==> src/hw/rtl/ibdl_pkg.sv <==
// ============================================================================
// Double-booking calendar package
// Shared widths, status codes and beat types for the calendar block.
// ============================================================================
package ibdl_pkg;

   localparam int MaxBookings = 64;
   localparam int MaxDoubles  = 64;
   localparam int TimeBits    = 32;
   localparam int CntBits     = $clog2(MaxBookings + 1);
   localparam int DblCntBits  = $clog2(MaxDoubles + 1);
   // Both rings are built with the same number of cells.
   localparam int RingCells   = (MaxBookings > MaxDoubles) ? MaxBookings : MaxDoubles;

   localparam logic [1:0] ST_OK     = 2'd0;
   localparam logic [1:0] ST_TRIPLE = 2'd1;
   localparam logic [1:0] ST_FULL   = 2'd2;
   localparam logic [1:0] ST_EMPTY  = 2'd3;

   typedef struct packed {
      logic [31:0] range_start;
      logic [31:0] range_end;
   } req_type;

   typedef struct packed {
      logic [1:0] status;
      logic       accepted;
   } rsp_type;

   // One interval travelling along the chain.
   typedef struct packed {
      logic                valid;
      logic [TimeBits-1:0] lo;
      logic [TimeBits-1:0] hi;
   } ival_type;

   function automatic logic overlaps(input logic [TimeBits-1:0] s1,
                                     input logic [TimeBits-1:0] e1,
                                     input logic [TimeBits-1:0] s2,
                                     input logic [TimeBits-1:0] e2);
      return (s1 < e2) && (s2 < e1);
   endfunction

endpackage

==> src/hw/rtl/ibdl_cell.sv <==
// ============================================================================
// Calendar storage cell
// Holds one interval and passes the stored interval to its neighbor each
// cycle while the table rotates, so the controller sees one entry a cycle.
// ============================================================================
module ibdl_cell (
   input  logic               clock,
   input  logic               reset,
   input  logic               rotate,
   input  ibdl_pkg::ival_type d_in,
   output ibdl_pkg::ival_type q_out
);
   import ibdl_pkg::*;

   ival_type data_ff;

   // Shift the ring by one place when asked; reset empties the cell.
   always_ff @(posedge clock) begin
      if (reset) begin
         data_ff.valid <= 1'b0;
      end else if (rotate) begin
         data_ff <= d_in;
      end
   end

   assign q_out = data_ff;

endmodule

==> src/hw/rtl/ibdl_ring.sv <==
// ============================================================================
// Calendar ring
// A circular chain of storage cells. Rotating moves every entry one place;
// after a full turn the table is back in place. A new entry enters at the
// head by replacing the beat that comes round at the tail.
// ============================================================================
module ibdl_ring (
   input  logic               clock,
   input  logic               reset,
   input  logic               rotate,
   input  logic               replace,
   input  ibdl_pkg::ival_type new_val,
   output ibdl_pkg::ival_type tail
);
   import ibdl_pkg::*;

   ival_type link [RingCells+1];

   // Feed the tail back into the head, or a new entry in its place.
   assign link[0] = replace ? new_val : link[RingCells];
   assign tail    = link[RingCells];

   for (genvar g = 0; g < RingCells; g++) begin : g_cell
      ibdl_cell u_cell (
         .clock (clock),
         .reset (reset),
         .rotate(rotate),
         .d_in  (link[g]),
         .q_out (link[g+1])
      );
   end

endmodule

==> src/hw/rtl/interval_booking_double_limit_top.sv <==
// An accepted booking turns the double ring once and the single ring twice
// before it is stored and answered; a triple overlap is answered after the
// double-ring turn, a full table after the counting turn, and an empty range
// without a turn of either ring. A new request is taken only while the
// sequencer is idle, so one booking is in progress at a time.
// Reset clears the counts, the cell valid bits and control; the result register
// lets the next request enter while a result waits.
// ============================================================================
// Double-booking calendar top level
// Checks a request against the double ring, then counts and appends overlaps
// while walking the single ring, and finally stores an accepted request.
// ============================================================================
module interval_booking_double_limit_top (
   input  logic              clock,
   input  logic              reset,
   input  logic              req_valid,
   output logic              req_stall,
   input  ibdl_pkg::req_type req_data,
   output logic              rsp_valid,
   input  logic              rsp_stall,
   output ibdl_pkg::rsp_type rsp_data
);
   import ibdl_pkg::*;

   localparam logic [2:0] S_IDLE  = 3'd0;
   localparam logic [2:0] S_CHECK = 3'd1;
   localparam logic [2:0] S_COUNT = 3'd2;
   localparam logic [2:0] S_FILL  = 3'd3;
   localparam logic [2:0] S_DONE  = 3'd4;

   localparam int StepBits = $clog2(RingCells + 1);

   logic [2:0]            state_ff, state_in;
   logic [StepBits-1:0]   step_ff, step_in;
   logic [CntBits-1:0]    scount_ff, scount_in;
   logic [DblCntBits-1:0] dcount_ff, dcount_in;
   logic [DblCntBits:0]   need_ff, need_in;
   logic [TimeBits-1:0]   s_ff, s_in, e_ff, e_in;
   logic                  hit_ff, hit_in;
   logic [1:0]            status_ff, status_in;
   logic                  rsp_valid_ff, rsp_valid_in;
   rsp_type               rsp_ff, rsp_in;

   logic     s_rot, s_rep, d_rot, d_rep;
   ival_type s_new, d_new, s_tail, d_tail;

   ibdl_ring u_single (
      .clock(clock), .reset(reset), .rotate(s_rot), .replace(s_rep), .new_val(s_new),
      .tail(s_tail)
   );
   ibdl_ring u_double (
      .clock(clock), .reset(reset), .rotate(d_rot), .replace(d_rep), .new_val(d_new),
      .tail(d_tail)
   );

   logic take, done_free, s_hit, d_hit;
   assign done_free = !rsp_valid_ff || !rsp_stall;
   assign req_stall = (state_ff != S_IDLE);
   assign take      = req_valid && !req_stall;
   assign s_hit     = s_tail.valid && overlaps(s_ff, e_ff, s_tail.lo, s_tail.hi);
   assign d_hit     = d_tail.valid && overlaps(s_ff, e_ff, d_tail.lo, d_tail.hi);

   // Sequencer: the check, count and fill phases each turn a ring once.
   always_comb begin
      state_in     = state_ff;
      step_in      = step_ff;
      scount_in    = scount_ff;
      dcount_in    = dcount_ff;
      need_in      = need_ff;
      s_in         = s_ff;
      e_in         = e_ff;
      hit_in       = hit_ff;
      status_in    = status_ff;
      rsp_valid_in = rsp_valid_ff && rsp_stall;
      rsp_in       = rsp_ff;
      s_rot = 1'b0; s_rep = 1'b0; d_rot = 1'b0; d_rep = 1'b0;
      s_new = '{valid: 1'b1, lo: s_ff, hi: e_ff};
      d_new = '{valid: 1'b1, lo: (s_ff > s_tail.lo) ? s_ff : s_tail.lo,
                hi: (e_ff < s_tail.hi) ? e_ff : s_tail.hi};
      unique case (state_ff)
         S_IDLE: begin
            if (take) begin
               s_in     = req_data.range_start[TimeBits-1:0];
               e_in     = req_data.range_end[TimeBits-1:0];
               step_in  = '0;
               hit_in   = 1'b0;
               need_in  = '0;
               if (!(req_data.range_start < req_data.range_end)) begin
                  status_in = ST_EMPTY;
                  state_in  = S_DONE;
               end else begin
                  status_in = ST_OK;
                  state_in  = S_CHECK;
               end
            end
         end
         S_CHECK: begin
            // Walk the double ring; entries past the count are not valid.
            d_rot = 1'b1;
            if (d_hit) hit_in = 1'b1;
            step_in = step_ff + 1'b1;
            if (step_ff == StepBits'(RingCells - 1)) begin
               step_in  = '0;
               state_in = (hit_ff || d_hit) ? S_DONE : S_COUNT;
               if (hit_ff || d_hit) status_in = ST_TRIPLE;
            end
         end
         S_COUNT: begin
            s_rot = 1'b1;
            if (s_hit) need_in = need_ff + 1'b1;
            step_in = step_ff + 1'b1;
            if (step_ff == StepBits'(RingCells - 1)) begin
               step_in = '0;
               if ((scount_ff >= CntBits'(MaxBookings)) ||
                   ((DblCntBits+1)'(dcount_ff) + need_in > (DblCntBits+1)'(MaxDoubles))) begin
                  status_in = ST_FULL;
                  state_in  = S_DONE;
               end else begin
                  state_in = S_FILL;
               end
            end
         end
         S_FILL: begin
            // Second turn: drop intersections into the double ring, then append.
            s_rot = 1'b1;
            if (s_hit) begin
               d_rot     = 1'b1;
               d_rep     = 1'b1;
               dcount_in = dcount_ff + 1'b1;
            end
            step_in = step_ff + 1'b1;
            if (step_ff == StepBits'(RingCells - 1)) begin
               state_in = S_DONE;
            end
         end
         S_DONE: begin
            if (status_ff == ST_OK && step_ff != '0) begin
               // Store the request at the head of the single ring.
               s_rot     = 1'b1;
               s_rep     = 1'b1;
               scount_in = scount_ff + 1'b1;
               step_in   = '0;
            end else if (done_free) begin
               rsp_valid_in = 1'b1;
               rsp_in       = '{status: status_ff, accepted: status_ff == ST_OK};
               state_in     = S_IDLE;
            end
         end
         default: state_in = S_IDLE;
      endcase
   end

   always_ff @(posedge clock) begin
      if (reset) begin
         state_ff     <= S_IDLE;
         step_ff      <= '0;
         scount_ff    <= '0;
         dcount_ff    <= '0;
         rsp_valid_ff <= 1'b0;
      end else begin
         state_ff     <= state_in;
         step_ff      <= step_in;
         scount_ff    <= scount_in;
         dcount_ff    <= dcount_in;
         rsp_valid_ff <= rsp_valid_in;
      end
      need_ff   <= need_in;
      s_ff      <= s_in;
      e_ff      <= e_in;
      hit_ff    <= hit_in;
      status_ff <= status_in;
      rsp_ff    <= rsp_in;
   end

   assign rsp_valid = rsp_valid_ff;
   assign rsp_data  = rsp_ff;

   // Checks on the sequencer.
   a_idle_only: assert property (@(posedge clock) disable iff (reset)
      (state_ff != S_IDLE) |-> req_stall) else $error("request taken while busy");
   a_acc_ok: assert property (@(posedge clock) disable iff (reset)
      rsp_valid |-> (rsp_data.accepted == (rsp_data.status == ST_OK)))
      else $error("accepted flag mismatch");
   a_cnt: assert property (@(posedge clock) disable iff (reset)
      scount_ff <= CntBits'(MaxBookings)) else $error("booking count overflow");
   a_dcnt: assert property (@(posedge clock) disable iff (reset)
      dcount_ff <= DblCntBits'(MaxDoubles)) else $error("double count overflow");

endmodule

==> config.mk <==
export PLATFORM = sky130hd
export DESIGN_NAME = interval_booking_double_limit_top
export DESIGN_NICKNAME = d
export VERILOG_FILES = /design/src/hw/rtl/ibdl_pkg.sv /design/src/hw/rtl/ibdl_cell.sv /design/src/hw/rtl/ibdl_ring.sv /design/src/hw/rtl/interval_booking_double_limit_top.sv
export SDC_FILE = /design/constraint.sdc
export NUM_CORES = 2
export LEC_CHECK = 0
export BUFFER_PORTS_ARGS = -buffer_cell sky130_fd_sc_hd__buf_4
export CAP_MARGIN = 15
export CORE_MARGIN = 3
export CORE_UTILIZATION = 60
export DETAILED_ROUTE_END_ITERATION = 6
export PLACE_DENSITY = 0.76
export SYNTH_ARGS = -nofsm -noshare
export SYNTH_HDL_FRONTEND = slang
export SYNTH_SLANG_ARGS = --single-unit
==> constraint.sdc <==
create_clock -name clock -period 536.5 [get_ports clock]
set_input_delay 26.825 -clock clock [delete_from_list [all_inputs] [get_ports clock]]
set_output_delay 26.825 -clock clock [all_outputs]
set_load 0.05 [all_outputs]
==> reports/metrics.yaml <==
run_status:
  status: "complete, but fails checks"
  violations: "design-rule violations"
power:
  p_int_mw: 1.04
  sw_frac_of_total_pct: 20.8
  pwr-share-comb_pct: 1.8
  p_total_mw: 1.32
  p_per_area_nw_per_um2: 4.47
  p_clk_share_pct: 40.8
  p_leak_nw: 93.8
  p_sw_mw: 0.273
  ir_worst_vdd_mv: 0.00360
  pwr-share-seq_pct: 57.4
floorplan:
  coreArea_um2: 435000
  die_h_um: 667
  fp-row-count: 242
  die_x_um: 667
  io_pins: 73
  die_area_um2: 445000
  start_util_pct: 60.3
clocking:
  cts_setup_buffers: 0
  cts_buffer_depth: 4
  clock_latency_ps: 1100
  cts-hold-fix-buffers: 0
  numCtsBuffers: 750
  clk_pin_slew_ps: 70
  cts_tree: "yes"
  cts_resized: 0
  cts.sink_count: 8423
  htree_levels: 6
  ctsRootBufferMaster: "clkbuf_16"
setup_path:
  r2r_cells: 16
  worstSetupStartpointType: "primary input"
  end_kind: "flip-flop"
  path_cells: "buf_4, buf_4, nor2_4, buf_4, buf_4, buf_12, buf_4, buf_4, buf_4"
  r2r_end: "u_double.g_cell[16].u_cell.q_out[5]$_DFFE_PP_"
  critical_path_class: "in -> reg"
  rr_startpoint: "e_ff[15]$_DFFE_PP_"
  critPathRequiredTime_ps: 537210
  max_stage_delay_ps: 970
  path_common_cell: "buf_4"
  crit_buf_inv: 8
  arrival_ps: 34030
  crit_slowest_cell: "buf_4"
  regToRegSetupSlack_ps: 526790
  crit_family: "buffers and inverters"
  cp_max_fo: 191
routing:
  drt_iter0_markers: 12300
  ant_nets: 0
  vias: 98300
  avgViaCountPerCell: 5.67
  finalWirelength_um: 465000
  route.detailed.drc: 1
  wl_per_cell_um: 26.8
  drt_first_pass_iters: 7
timing:
  skew_ps: 67.6
  tightestPinTransition_ps: 1350
  fin_crit_ps: 33320
  slew_violations: 0
  maxSlewHeadroom_pct: 10.2
  timing.hold.ws_ps: 361
  fin_tns_setup_ps: 0
  timing.final.crit_share_pct: 6.21
  rsz0062_at_grt: "false"
  max_freq_ghz: 0.0300
  setup_ws_ps: 503180
  setup_viol: 0
  finalHoldViolCount: 0
final_layout:
  layout.nets: 11300
  stdcell_area_um2: 295000
  final_cell_count_no_fill: 17300
  final_layout_size_suffix_gt1_share_pct: 10.8
  fin_util_pct: 67.8
  fillers: 24600
  area_delta_synth_final_pct: 12.4
global_routing:
  grt.overflow.total: 0
  grt_use_total_pct: 20.7
  antenna_found_initial: 30
  grt_pass1_wl_um: 677000
  grt_start_max_net_pins: 223
  grt_pass1_vias: 99100
synthesis:
  synth_edf_count: 8270
  synthFlopType: "edfxtp_1"
  ys_ff_latch: 8423
  yosysTopAreaCellShare_pct: 94.7
  synthArstFlopShare_pct: 0
  yosys-top-cells-area: "edfxtp_1, dfxtp_1, ha_1"
  synthCells: 10200
  synth_fp_nets: 10500
  syn_area_um2: 262000
  yosysWarnings: 0
  avgSynthCellArea_um2: 25.8
  synth.distinct_cells: 74
  synth_common_cells: "edfxtp_1, nand2_1, ha_1"
  yosysMostFrequentCell: "edfxtp_1"
  ys_seq_area_share_pct: 95.9
  yosys.area.top_type: "edfxtp_1"
hold_path:
  hold_class: "reg -> reg"
  hold_path_depth: 0
  hold_end: "u_single.g_cell[9].u_cell.q_out[23]$_DFFE_PP_"
  hold_start: "u_single.g_cell[8].u_cell.q_out[23]$_DFFE_PP_"
place:
  finalWeightedCongestion: 0.969
  port_buffers: 72
  dp_hpwl_um: 193000
  placed_cells: 16000
  placed_cell_area_um2: 270000
  place_ws_ps: 502280
flow_run:
  drv_cap: 0
## power by group through the flow
stage               logic, mW  registers (mW)  clock network, mW
global route           0.0258           0.758              0.572
CTS                    0.0231           0.756              0.549
detailed placement     0.0227           0.768                  0
finish                 0.0233           0.756              0.537
global placement       0.0216           0.767                  0
floorplan              0.0154           0.955                  0
## registers in the layout (all words and copies together) (netlist names), 7 cells and up
register / count
dcount_ff: 7
e_ff: 32
need_ff: 8
s_ff: 32
scount_ff: 7
step_ff: 7
u_double.g_cell.u_cell.q_out: 4160
u_single.g_cell.u_cell.q_out: 4160
## worst register-to-register path, stage by stage, from the launching register on
cell and delay [ps]:
edfxtp_1 670, inv_1 180, ha_1 350, a21oi_1 160, o21ai_1 130, a2111oi_2 340, a31o_1 400, and3_1 480
a31oi_4 130, buf_4 460, nor2_4 280, buf_4 770, buf_4 960, buf_4 930, buf_4 1040, buf_4 990
buf_4 990
## area by class of cell
type | instances | area [µm²] | share of cell area [%]
antenna | 5 | 12.5 | 0.00425
clock buffer | 926 | 19700 | 6.68
clock inverter | 435 | 4270 | 1.45
inverter | 170 | 638 | 0.217
multi-input combinational | 1461 | 9780 | 3.32
sequential | 8423 | 251000 | 85.3
tap | 5734 | 7170 | 2.43
timing repair buffer | 182 | 1680 | 0.569
## layer usage
metal  up-vias  share of wire, %  GRT usage [%]
met2      3758                49           32.5
met4        10               3.8           6.72
met5         -             0.012              0
met3       861               5.7           3.04
li1      42300                 -              -
met1     51400                42           30.8
## placed cells by master (no fill, tap or decap), types with 10 or more instances in the layout
cell type / count
xor2_1: 10
o21a_1: 12
clkbuf_16: 761
dfxtp_1: 153
clkinv_4: 10
and2_1: 11
a21o_1: 26
clkinv_2: 126
nor3_1: 12
buf_4: 162
buf_12: 12
clkinvlp_4: 21
a211oi_1: 11
xnor2_1: 13
clkinv_1: 163
o211ai_1: 41
edfxtp_1: 8270
nand3_1: 84
nor2_1: 159
inv_1: 169
o21ai_0: 133
a21oi_1: 134
inv_6: 16
ha_1: 231
clkinv_16: 12
and3_1: 10
nand2_1: 279
mux2i_1: 65
clkinv_8: 10
nand4_1: 73
a31oi_1: 35
bufinv_16: 64
clkbuf_1: 162
## how the worst max path moves through the flow
stage / start / slack, ps / end / depth (start not counted)
finish: reset / 503180 / u_single.g_cell[43].u_cell.q_out[36]$_DFFE_PP_ / 9
global route: reset / 502610 / u_single.g_cell[11].u_cell.q_out[1]$_DFFE_PP_ / 9
floorplan: reset / 330940 / u_double.g_cell[0].u_cell.q_out[0]$_DFFE_PP_ / 4
global placement: reset / 502580 / u_single.g_cell[14].u_cell.q_out[1]$_DFFE_PP_ / 9
CTS: reset / 503360 / u_single.g_cell[32].u_cell.q_out[2]$_DFFE_PP_ / 9
detailed placement: reset / 502280 / u_single.g_cell[14].u_cell.q_out[1]$_DFFE_PP_ / 9
## cells by family (layout without fill, tap and decap cells)
| kind of cell | Yosys count | in the layout | synth area share [%] |
|---|---|---|---|
| adders and majority gates | 232 | 232 | 1.11 |
| and+or+nand+nor | 685 | 685 | 1.19 |
| AOI/OAI and AO/OA | 452 | 452 | 1.06 |
| other | 0 | 5 | 0 |
| DFF | 8423 | 8423 | 95.9 |
| xor gates and xnor gates | 23 | 23 | 0.0768 |
| muxes | 69 | 69 | 0.265 |
| buffers and inverters | 269 | 1713 | 0.440 |
No activity file was read; power rests on OpenSTA's default activity.
